<file path="src/rtl/pfdr_pkg.sv">
package pfdr_pkg;

   // default geometry of the frame
   localparam int DEFAULT_PAGES   = 8;
   localparam int DEFAULT_COLUMNS = 128;
   localparam int BYTE_W          = 8;

   // field widths of the channels
   localparam int OP_W    = 2;
   localparam int ROW_W   = 7;
   localparam int COLF_W  = 8;
   localparam int PAGEF_W = 3;
   localparam int POS_W   = 7;
   localparam int PGOUT_W = 3;
   localparam int CLOUT_W = 7;

   typedef enum logic [OP_W-1:0] {
      OP_CLEAR_ALL    = 2'd0,
      OP_FILL_RECT    = 2'd1,
      OP_WRITE_BYTE   = 2'd2,
      OP_REFRESH_STEP = 2'd3
   } op_type;

   typedef enum logic [2:0] {
      ST_CLEAR,
      ST_IDLE,
      ST_FILL,
      ST_SCAN,
      ST_EMIT
   } state_type;

   // one operation beat
   typedef struct packed {
      op_type              operation;
      logic [ROW_W-1:0]    x_first;
      logic [COLF_W-1:0]   y_first;
      logic [ROW_W-1:0]    x_end;
      logic [COLF_W-1:0]   y_end;
      logic                pixel_value;
      logic [PAGEF_W-1:0]  page;
      logic [POS_W-1:0]    position;
      logic [BYTE_W-1:0]   byte_value;
   } req_type;

   // one refresh result beat
   typedef struct packed {
      logic                changed;
      logic [PGOUT_W-1:0]  page_out;
      logic [CLOUT_W-1:0]  column_out;
      logic [BYTE_W-1:0]   data_out;
      logic                scan_done;
   } rsp_type;

   // mirror bit order of a column byte
   function automatic logic [BYTE_W-1:0] bit_reverse(input logic [BYTE_W-1:0] v);
      logic [BYTE_W-1:0] s;
      s = ((v & 8'hF0) >> 4) | ((v & 8'h0F) << 4);
      s = ((s & 8'hCC) >> 2) | ((s & 8'h33) << 2);
      s = ((s & 8'hAA) >> 1) | ((s & 8'h55) << 1);
      return s;
   endfunction

endpackage

</file>
<file path="src/rtl/pfdr_engine.sv">
module pfdr_engine
   import pfdr_pkg::*;
#(
   parameter int PAGES   = DEFAULT_PAGES,
   parameter int COLUMNS = DEFAULT_COLUMNS,
   parameter int ADDR_W  = $clog2(PAGES * COLUMNS)
) (
   input  logic              clock,
   input  logic              reset,
   input  logic              rotate,
   input  logic              req_valid,
   input  req_type           req,
   output logic              req_ready,
   output logic              res_valid,
   output rsp_type           res,
   input  logic              res_ready,
   output logic              fr_we,
   output logic [ADDR_W-1:0] fr_waddr,
   output logic [BYTE_W-1:0] fr_wdata,
   output logic [ADDR_W-1:0] fr_raddr,
   input  logic [BYTE_W-1:0] fr_rdata,
   output logic              sh_we,
   output logic [ADDR_W-1:0] sh_waddr,
   output logic [BYTE_W-1:0] sh_wdata,
   output logic [ADDR_W-1:0] sh_raddr,
   input  logic [BYTE_W-1:0] sh_rdata
);

   localparam int ROWS    = PAGES * 8;
   localparam int ENTRIES = PAGES * COLUMNS;
   localparam int PG_W    = (PAGES > 1) ? $clog2(PAGES) : 1;
   localparam int COL_W   = $clog2(COLUMNS);
   localparam logic [PG_W-1:0]   PG_MAX    = PG_W'(PAGES - 1);
   localparam logic [COL_W-1:0]  COL_MAX   = COL_W'(COLUMNS - 1);
   localparam logic [ADDR_W-1:0] ADDR_LAST = ADDR_W'(ENTRIES - 1);

   function automatic logic [ADDR_W-1:0] entry_addr(input logic [PG_W-1:0] pg,
                                                    input logic [COL_W-1:0] col);
      return ADDR_W'(32'(pg) * 32'(COLUMNS) + 32'(col));
   endfunction

   state_type          state_ff, state_in;
   logic [ADDR_W-1:0]  clr_addr_ff, clr_addr_in;
   logic [BYTE_W-1:0]  clr_frame_ff, clr_frame_in;
   logic [BYTE_W-1:0]  clr_shadow_ff, clr_shadow_in;
   logic [PG_W-1:0]    ptr_pg_ff, ptr_pg_in;
   logic [COL_W-1:0]   ptr_col_ff, ptr_col_in;
   logic               issue_on_ff, issue_on_in;
   logic               st_valid_ff, st_valid_in;

   logic [PG_W-1:0]    cnt_pg_ff, cnt_pg_in;
   logic [COL_W-1:0]   cnt_col_ff, cnt_col_in;
   logic [ADDR_W-1:0]  st_addr_ff, st_addr_in;
   logic [BYTE_W-1:0]  st_mask_ff, st_mask_in;
   logic [PG_W-1:0]    st_pg_ff, st_pg_in;
   logic [COL_W-1:0]   st_col_ff, st_col_in;
   logic [ROW_W-1:0]   f_row_lo_ff, f_row_lo_in;
   logic [ROW_W-1:0]   f_row_last_ff, f_row_last_in;
   logic [COL_W-1:0]   f_col_lo_ff, f_col_lo_in;
   logic [COL_W-1:0]   f_col_last_ff, f_col_last_in;
   logic               f_val_ff, f_val_in;
   rsp_type            res_ff, res_in;

   // rectangle bounds from the incoming beat, clipped to the frame
   logic [ROW_W-1:0]   x_lo, x_hi;
   logic [COLF_W-1:0]  y_lo, y_hi;
   logic [ROW_W:0]     row_end;
   logic [COLF_W:0]    col_end;
   logic               fill_empty;

   assign x_lo = (req.x_first < req.x_end) ? req.x_first : req.x_end;
   assign x_hi = (req.x_first < req.x_end) ? req.x_end : req.x_first;
   assign y_lo = (req.y_first < req.y_end) ? req.y_first : req.y_end;
   assign y_hi = (req.y_first < req.y_end) ? req.y_end : req.y_first;
   assign row_end = ({1'b0, x_hi} < (ROW_W + 1)'(ROWS)) ? {1'b0, x_hi} : (ROW_W + 1)'(ROWS);
   assign col_end = ({1'b0, y_hi} < (COLF_W + 1)'(COLUMNS)) ? {1'b0, y_hi}
                                                              : (COLF_W + 1)'(COLUMNS);
   assign fill_empty = ({1'b0, x_lo} >= row_end) || ({1'b0, y_lo} >= col_end);

   // byte write address and data
   logic               wb_ok;
   logic [ADDR_W-1:0]  wb_addr;
   logic [BYTE_W-1:0]  wb_data;

   assign wb_ok = ({2'b00, req.page} < 5'(PAGES)) &&
                  ({1'b0, req.position} < 8'(COLUMNS - 2));
   assign wb_addr = rotate ?
      entry_addr(PG_MAX - PG_W'(req.page), COL_W'(COLUMNS - 2) - COL_W'(req.position)) :
      entry_addr(PG_W'(req.page), COL_W'(req.position) + COL_W'(1));
   assign wb_data = rotate ? bit_reverse(req.byte_value) : req.byte_value;

   // fill walk: bit mask of the current page and its mirrored place
   logic [PG_W-1:0]    pg_first, pg_last;
   logic [2:0]         lo_bit, hi_bit;
   logic [BYTE_W-1:0]  mask_log;
   logic [PG_W-1:0]    phys_pg;
   logic [COL_W-1:0]   phys_col;
   logic [ADDR_W-1:0]  fill_addr;
   logic [BYTE_W-1:0]  fill_mask;
   logic [BYTE_W-1:0]  fill_data;

   assign pg_first  = PG_W'(f_row_lo_ff >> 3);
   assign pg_last   = PG_W'(f_row_last_ff >> 3);
   assign lo_bit    = (cnt_pg_ff == pg_first) ? f_row_lo_ff[2:0] : 3'd0;
   assign hi_bit    = (cnt_pg_ff == pg_last) ? f_row_last_ff[2:0] : 3'd7;
   assign mask_log  = (8'hFF << lo_bit) & (8'hFF >> (3'd7 - hi_bit));
   assign phys_pg   = rotate ? PG_MAX - cnt_pg_ff : cnt_pg_ff;
   assign phys_col  = rotate ? COL_MAX - cnt_col_ff : cnt_col_ff;
   assign fill_addr = entry_addr(phys_pg, phys_col);
   assign fill_mask = rotate ? bit_reverse(mask_log) : mask_log;
   assign fill_data = f_val_ff ? (fr_rdata | st_mask_ff) : (fr_rdata & ~st_mask_ff);

   // scan walk
   logic [ADDR_W-1:0]  scan_addr;
   logic               cnt_last, st_last, diff;

   assign scan_addr = entry_addr(cnt_pg_ff, cnt_col_ff);
   assign cnt_last  = (cnt_pg_ff == PG_MAX) && (cnt_col_ff == COL_MAX);
   assign st_last   = (st_pg_ff == PG_MAX) && (st_col_ff == COL_MAX);
   assign diff      = fr_rdata != sh_rdata;

   // next state, memory ports and datapath
   always_comb begin
      state_in      = state_ff;
      clr_addr_in   = clr_addr_ff;
      clr_frame_in  = clr_frame_ff;
      clr_shadow_in = clr_shadow_ff;
      ptr_pg_in     = ptr_pg_ff;
      ptr_col_in    = ptr_col_ff;
      issue_on_in   = issue_on_ff;
      st_valid_in   = 1'b0;
      cnt_pg_in     = cnt_pg_ff;
      cnt_col_in    = cnt_col_ff;
      st_addr_in    = st_addr_ff;
      st_mask_in    = st_mask_ff;
      st_pg_in      = st_pg_ff;
      st_col_in     = st_col_ff;
      f_row_lo_in   = f_row_lo_ff;
      f_row_last_in = f_row_last_ff;
      f_col_lo_in   = f_col_lo_ff;
      f_col_last_in = f_col_last_ff;
      f_val_in      = f_val_ff;
      res_in        = res_ff;
      req_ready     = 1'b0;
      res_valid     = 1'b0;
      fr_we         = 1'b0;
      fr_waddr      = st_addr_ff;
      fr_wdata      = fill_data;
      fr_raddr      = fill_addr;
      sh_we         = 1'b0;
      sh_waddr      = st_addr_ff;
      sh_wdata      = fr_rdata;
      sh_raddr      = scan_addr;

      unique case (state_ff)
         ST_CLEAR: begin
            fr_we    = 1'b1;
            fr_waddr = clr_addr_ff;
            fr_wdata = clr_frame_ff;
            sh_we    = 1'b1;
            sh_waddr = clr_addr_ff;
            sh_wdata = clr_shadow_ff;
            if (clr_addr_ff == ADDR_LAST) begin
               state_in = ST_IDLE;
            end else begin
               clr_addr_in = clr_addr_ff + ADDR_W'(1);
            end
         end

         ST_IDLE: begin
            req_ready = 1'b1;
            if (req_valid) begin
               unique case (req.operation)
                  OP_CLEAR_ALL: begin
                     clr_addr_in   = '0;
                     clr_frame_in  = {BYTE_W{req.pixel_value}};
                     clr_shadow_in = {BYTE_W{~req.pixel_value}};
                     state_in      = ST_CLEAR;
                  end
                  OP_FILL_RECT: begin
                     f_row_lo_in   = x_lo;
                     f_row_last_in = ROW_W'(row_end - (ROW_W + 1)'(1));
                     f_col_lo_in   = COL_W'(y_lo);
                     f_col_last_in = COL_W'(col_end - (COLF_W + 1)'(1));
                     f_val_in      = req.pixel_value;
                     cnt_pg_in     = PG_W'(x_lo >> 3);
                     cnt_col_in    = COL_W'(y_lo);
                     issue_on_in   = 1'b1;
                     if (!fill_empty) begin
                        state_in = ST_FILL;
                     end
                  end
                  OP_WRITE_BYTE: begin
                     fr_we    = wb_ok;
                     fr_waddr = wb_addr;
                     fr_wdata = wb_data;
                  end
                  OP_REFRESH_STEP: begin
                     cnt_pg_in   = ptr_pg_ff;
                     cnt_col_in  = ptr_col_ff;
                     issue_on_in = 1'b1;
                     state_in    = ST_SCAN;
                  end
               endcase
            end
         end

         ST_FILL: begin
            // read one byte, merge the mask and write it back in the next cycle
            fr_raddr    = fill_addr;
            fr_we       = st_valid_ff;
            st_valid_in = issue_on_ff;
            st_addr_in  = fill_addr;
            st_mask_in  = fill_mask;
            if (issue_on_ff) begin
               if (cnt_col_ff == f_col_last_ff) begin
                  cnt_col_in = f_col_lo_ff;
                  if (cnt_pg_ff == pg_last) begin
                     issue_on_in = 1'b0;
                  end else begin
                     cnt_pg_in = cnt_pg_ff + PG_W'(1);
                  end
               end else begin
                  cnt_col_in = cnt_col_ff + COL_W'(1);
               end
            end else begin
               state_in = ST_IDLE;
            end
         end

         ST_SCAN: begin
            // read frame and shadow, copy frame into shadow in the next cycle
            fr_raddr    = scan_addr;
            sh_raddr    = scan_addr;
            sh_we       = st_valid_ff;
            st_valid_in = issue_on_ff;
            st_addr_in  = scan_addr;
            st_pg_in    = cnt_pg_ff;
            st_col_in   = cnt_col_ff;
            if (issue_on_ff) begin
               if (cnt_last) begin
                  issue_on_in = 1'b0;
               end else if (cnt_col_ff == COL_MAX) begin
                  cnt_col_in = '0;
                  cnt_pg_in  = cnt_pg_ff + PG_W'(1);
               end else begin
                  cnt_col_in = cnt_col_ff + COL_W'(1);
               end
            end
            if (st_valid_ff && (diff || st_last)) begin
               res_in.changed    = diff;
               res_in.page_out   = diff ? PGOUT_W'(32'(st_pg_ff)) : '0;
               res_in.column_out = diff ? CLOUT_W'(32'(st_col_ff)) : '0;
               res_in.data_out   = diff ? fr_rdata : '0;
               res_in.scan_done  = st_last;
               if (st_last) begin
                  ptr_pg_in  = '0;
                  ptr_col_in = '0;
               end else if (st_col_ff == COL_MAX) begin
                  ptr_pg_in  = st_pg_ff + PG_W'(1);
                  ptr_col_in = '0;
               end else begin
                  ptr_pg_in  = st_pg_ff;
                  ptr_col_in = st_col_ff + COL_W'(1);
               end
               issue_on_in = 1'b0;
               st_valid_in = 1'b0;
               state_in    = ST_EMIT;
            end
         end

         ST_EMIT: begin
            res_valid = 1'b1;
            if (res_ready) begin
               state_in = ST_IDLE;
            end
         end

         default: begin
            state_in = ST_IDLE;
         end
      endcase
   end

   assign res = res_ff;

   // control state; reset starts a clearing pass over both stores
   always_ff @(posedge clock) begin
      if (reset) begin
         state_ff      <= ST_CLEAR;
         clr_addr_ff   <= '0;
         clr_frame_ff  <= '0;
         clr_shadow_ff <= '0;
         ptr_pg_ff     <= '0;
         ptr_col_ff    <= '0;
         issue_on_ff   <= 1'b0;
         st_valid_ff   <= 1'b0;
      end else begin
         state_ff      <= state_in;
         clr_addr_ff   <= clr_addr_in;
         clr_frame_ff  <= clr_frame_in;
         clr_shadow_ff <= clr_shadow_in;
         ptr_pg_ff     <= ptr_pg_in;
         ptr_col_ff    <= ptr_col_in;
         issue_on_ff   <= issue_on_in;
         st_valid_ff   <= st_valid_in;
      end
   end

   // walk counters and payload
   always_ff @(posedge clock) begin
      cnt_pg_ff     <= cnt_pg_in;
      cnt_col_ff    <= cnt_col_in;
      st_addr_ff    <= st_addr_in;
      st_mask_ff    <= st_mask_in;
      st_pg_ff      <= st_pg_in;
      st_col_ff     <= st_col_in;
      f_row_lo_ff   <= f_row_lo_in;
      f_row_last_ff <= f_row_last_in;
      f_col_lo_ff   <= f_col_lo_in;
      f_col_last_ff <= f_col_last_in;
      f_val_ff      <= f_val_in;
      res_ff        <= res_in;
   end

endmodule

</file>
<file path="config.mk">
export PLATFORM = sky130hd
export DESIGN_NAME = pfdr_engine
export DESIGN_NICKNAME = d
export VERILOG_FILES = /design/src/rtl/pfdr_pkg.sv /design/src/rtl/pfdr_engine.sv
export SDC_FILE = /design/constraint.sdc
export NUM_CORES = 1
export LEC_CHECK = 0
export ABC_AREA = 1
export BUFFER_PORTS_ARGS = -buffer_cell sky130_fd_sc_hd__buf_2
export CORE_MARGIN = 2
export CORE_UTILIZATION = 40
export DETAILED_ROUTE_END_ITERATION = 6
export GPL_TIMING_DRIVEN = 1
export SLEW_MARGIN = 20
export SYNTH_ARGS = -nofsm -noshare
export SYNTH_HDL_FRONTEND = slang
export SYNTH_SLANG_ARGS = --single-unit
</file>
<file path="constraint.sdc">
create_clock -name clock -period 8.6 [get_ports clock]
set_input_delay 1.72 -clock clock [delete_from_list [all_inputs] [get_ports clock]]
set_output_delay 1.72 -clock clock [all_outputs]
set_load 0.03 [all_outputs]
</file>
==> out/metrics.yaml, run 1 <==
ctsResizeCount: 0
grt_overflow: 0
synth_top_flop_cell: "edfxtp_1"
io_buffers: 151
crit_path_start: "req[49]"
drt_iter0_markers: 526
critPathMaxStageDelay_ns: 0.67
synth.net_count: 1078
hpwl_um: 15400
numClockSinks: 112
hold_start: "clr_shadow_ff[0]"
cts_buffer_depth: 2
ys_seq_area_share_pct: 41.5
synth-adder-area-share_pct: 6.88
synth_top_family_by_area: "simple AND/OR/NAND/NOR gates"
synth_async_sr_flop_share_pct: 0
hold_class: "reg2reg"
ys_ff_latch: 112
arrival_ns: 3.50
synth_cells: 965
r2r_start: "state_ff[1]"
routed_via_density: 4.95
cts_tree: "yes"
timing.hold.ws_ns: 0.481
status: "finished clean"
rsz0062_at_grt: "false"
tightest_slew_ns: 0.841
wl_um: 19400
gp_congestion: 0.912
endpoint_kind: "output port"
first_global_vias: 6038
cts_buffers: 9
ant_nets: 0
synth_simple_gate_area_share_pct: 24.9
cts_setup_buffers: 0
ctsHtreeMaxLevel: 3
synth.avg_cell_area_sq_um: 7.73
relSlewSlack_pct: 43.9
start_util_pct: 41.1
die_area_sq_um: 19800
p_leak_uw: 0.00406
drive_above_1_share_pct: 18.3
io_pins: 152
die_width_um: 141
track_usage_pct: 19.3
synthMuxAreaShare_pct: 0
ys_types: 43
max-cap-violations: 0
num_vias: 6622
path_buf_inv: 4
fin_nets: 1217
grt_antenna_before_repair: 0
root_buffer: "clkbuf_16"
nFillCells: 1824
first_pass_iters: 5
setup_tns_ns: 0
path_clk_slew_ns: 0.07
peakVddDrop_uv: 102
wl_per_cell_um: 14.5
slew_viol_final: 0
grt_max_degree: 33
finalCriticalPeriod_ns: 5.22
fmaxAchievable_ghz: 0.192
clk_latency_ns: 0.35
setup_violations: 0
cp_top_family: "buffers and inverters"
critPathRequiredTime_ns: 6.88
fin_crit_sh_pct: 60.7
grt_first_pass_wirelength_um: 30400
synthXorXnorAreaFrac_pct: 6.22
synth_edf_count: 85
path_max_fanout: 30
multiInputGateArea_sq_um: 3800
start_kind: "input port"
antenna_cells: 0
hold_viol: 0
ys_warn_count: 0
die_y_um: 141
row_count: 49
drc: 0
critPathKind: "in2out"
area_growth_pct: 17.0
path_cells: "buf_2 -> inv_1 -> ha_1 -> nand2_1 -> inv_1 -> nand3_1 -> o211ai_1 -> nand3_1 -> buf_2"
skew_ns: 0.00942
syn_area_sq_um: 7460
register_area_sq_um: 3090
fp.coreArea_sq_um: 18100
critPathSlowestCell: "inv_1"
powerDensity_nw_per_um2: 143
cts_hold_buf: 0
synth_compound_area_share_pct: 12.9
[area by class of cell]
cell class	instances	area share (%)
clock buffers	11	2.90
clock inverters	5	0.803
inverters	121	5.23
multi-input cells	707	43.5
flip-flops and latches	112	35.4
well taps	229	3.28
repair buffers	153	8.83
[worst register-to-register path, delay by kind of cell (launching register included)]
kind / cells / cell delay (ns)
buffers and inverters: 2 / 0.81
AND/OR/NAND/NOR: 2 / 0.92
AO/OA/AOI/OAI: 2 / 0.26
flip-flops: 1 / 0.43
[synthesized netlist by cell type (21+ instances only)]
cell type | instances | area, sq um
nand2_1 | 255 | 957
inv_1 | 109 | 409
nor2_1 | 89 | 334
edfxtp_1 | 85 | 2550
o21ai_0 | 81 | 405
a21oi_1 | 57 | 285
nand3_1 | 56 | 280
ha_1 | 41 | 513
xor2_1 | 32 | 280
dfxtp_1 | 27 | 541
xnor2_1 | 21 | 184
[registers in the layout (all words and copies together), names as in the netlist, 3 cells and up]
name,flops
res,20
clr_addr_ff,10
st_addr_ff,10
st_mask_ff,8
cnt_col_ff,7
f_col_last_ff,7
f_col_lo_ff,7
ptr_col_ff,7
st_col_ff,7
f_row_last_ff,6
f_row_lo_ff,6
cnt_pg_ff,3
ptr_pg_ff,3
st_pg_ff,3
state_ff,3
[metrics by stage]
step / cell area (sq um) / setup WS (ns) / utilization, % / instances / total power (uW)
2_1_floorplan: 7460 / 3.70 / - / 965 / 756
3_3_place_gp: 8410 / 3.49 / 46.3 / 1322 / 816
4_1_cts: 8730 / 3.44 / 48.1 / 1338 / 1270
6_report: 8730 / 3.38 / 48.1 / 1338 / 1250
5_1_grt: 8730 / 3.20 / 48.1 / 1338 / 1320
3_5_place_dp: 8410 / 3.43 / 46.3 / 1322 / 818
[routing by layer]
metal | global-route usage (%) | part of all wire, %
met5 | 0 | 0
met1 | 25.6 | 45
met2 | 32.5 | 46
met4 | 5.47 | 1.7
met3 | 3.38 | 6.7
[path summary, 6_finish.rpt]
path / cells after the start / slack [ns] / to
max: 9 / 3.38 / fr_wdata[6]
min reg2reg: 2 / 0.48 / clr_shadow_ff[0]
max reg2reg: 6 / 5.81 / cnt_pg_ff[1]
min: 2 / 0.48 / clr_shadow_ff[0]
[report_power, final]
| part | internal, uW | switching [uW] |
|---|---|---|
| clock | 248 | 199 |
| combinational | 79.7 | 136 |
| sequential | 587 | 1.16 |
| total | 915 | 337 |
[cell usage in the layout (no fill, tap or decap), drive strengths merged, types with 2 or more instances in the layout]
cell type,n
buf,153
nand4,4
nand2,266
a21oi,58
clkinv,6
xor2,32
o21a,4
edfxtp,85
dfxtp,27
o21ai,89
nand3,57
o211ai,17
clkbuf,11
or2,3
xnor2,21
nor4,2
a31oi,3
nor3,9
inv,119
ha,41
nor2,94
[logic make-up after synthesis]
family | after synthesis
fa+ha+maj | 41
simple gates | 438
buf+inv | 146
flops | 112
xor+xnor | 53
compound gates | 175
No activity file was read; power rests on OpenSTA's default activity.
==> run 2: changes to the inputs <==
Clock period 8.6 ns to 4.95 ns, I/O delays scaled along.
==> run 2 against run 1 <==
  * Global-route usage is 0.24 points higher
  * Register-to-register slack lost 3.7 ns
  * Sequential cell count stayed put
  * Non-clock buffer count grew 1
  * Final cell count about the same
  * First-iteration DRC count decreased by 26%
  * Largest cell class unchanged
  * Clock-buffer cell count is the same
  * Clock power grew 61%
  * Critical path depth is the same
  * Highest routed layer unchanged
  * Clock skew up 0.0020 ns
  * Largest power group unchanged
==> out/metrics.yaml, run 2 (synthesis gave the netlist of run 1 again) <==
finalCriticalPeriod_ns: 3.80
drive_above_1_share_pct: 18.0
fin_nets: 1218
cts_buffers: 9
critPathRequiredTime_ns: 3.96
first_pass_iters: 5
drc: 0
cts_hold_buf: 0
whs_path_depth: 2
die_y_um: 141
ctsHtreeMaxLevel: 3
setup_violations: 0
fp.coreArea_sq_um: 18100
peakVddDrop_uv: 155
grt_overflow: 0
fmaxAchievable_ghz: 0.263
cts_buffer_depth: 2
start_kind: "input port"
wl_per_cell_um: 14.3
p_total_uw: 2120
fin_crit_sh_pct: 76.7
largest_reg_flops: 20
drt_iter0_markers: 388
clk_latency_ns: 0.36
path_clk_slew_ns: 0.07
gp_congestion: 0.877
grt_first_pass_wirelength_um: 30800
path_cells: "buf_2 -> inv_1 -> ha_1 -> nand2_1 -> inv_1 -> nand3_1 -> o211ai_1 -> nand3_1 -> buf_2"
grt_antenna_before_repair: 0
antenna_cells: 0
rr_worst_depth: 6
powerDensity_nw_per_um2: 244
numClockSinks: 112
cts_setup_buffers: 0
relSlewSlack_pct: 46.1
hold_viol: 0
start_util_pct: 41.1
slew_viol_final: 0
io_buffers: 151
cts_tree: "yes"
die_area_sq_um: 19800
num_vias: 6618
rsz0062_at_grt: "false"
setup_tns_ns: 0
die_width_um: 141
path_max_fanout: 30
status: "finished clean"
critPathMaxStageDelay_ns: 0.63
tightest_slew_ns: 0.808
ant_nets: 0
track_usage_pct: 19.5
root_buffer: "clkbuf_16"
ctsResizeCount: 0
final_common_cell: "nand2_1"
grt_max_degree: 33
critPathSlowestCell: "inv_1"
p_leak_uw: 0.00404
hpwl_um: 15200
wl_um: 19200
mostFrequentLayoutCells: "nand2_1, buf_2, inv_1"
area_growth_pct: 16.7
critPathKind: "in2out"
endpoint_kind: "output port"
row_count: 49
routed_via_density: 4.94
skew_ns: 0.0114
max-cap-violations: 0
first_global_vias: 6047
io_pins: 152
arrival_ns: 2.81
hold_class: "reg2reg"
==> run 2: worst max-delay path, delay by kind of cell <==
family | cells | cell delay (ns)
buf+inv | 4 | 1.03
fa+ha+maj | 1 | 0.14
simple gates | 3 | 0.50
compound gates | 1 | 0.14
==> run 2: power by group <==
part / internal (uW) / total, uW / switching, uW
Combinational: 139 / 377 / 237
Clock: 393 / 721 / 327
Sequential: 1020 / 1020 / 2.05
Total: 1550 / 2120 / 567
==> run 2: area by class of cell <==
| class | instances | area, sq um |
|---|---|---|
| Tap cell | 229 | 287 |
| Timing Repair Buffer | 154 | 778 |
| Sequential cell | 112 | 3090 |
| Fill cell | 1810 | 9440 |
| Multi-Input combinational cell | 707 | 3800 |
| Clock buffer | 11 | 233 |
| Clock inverter | 5 | 56.3 |
| Inverter | 121 | 457 |
==> run 2: final timing paths <==
kind | slack (ns) | start | end
max | 1.15 | req[49] | fr_wdata[0]
min | 0.47 | ptr_col_ff[4] | ptr_col_ff[4]
max reg2reg | 2.15 | state_ff[1] | cnt_pg_ff[2]
min reg2reg | 0.47 | ptr_col_ff[4] | ptr_col_ff[4]
==> run 2: per-layer routing <==
metal	track usage (%)	routed length, um	up-vias
li1	-	-	3463
met1	26.6	9000	2953
met2	32.4	8730	182
met3	2.74	1100	20
met4	6.11	332	0
met5	0	0	-
==> run 2: through the flow <==
step	utilization, %	setup WS [ns]	cell area (sq um)	std cells	hold WS [ns]
6_report	48.0	1.15	8700	1339	0.467
5_1_grt	48.0	0.950	8700	1339	0.518
3_3_place_gp	46.4	1.06	8410	1323	0.447
2_1_floorplan	-	1.36	7460	965	0.426
4_1_cts	48.0	1.17	8700	1339	0.468
3_5_place_dp	46.4	0.996	8410	1323	0.459
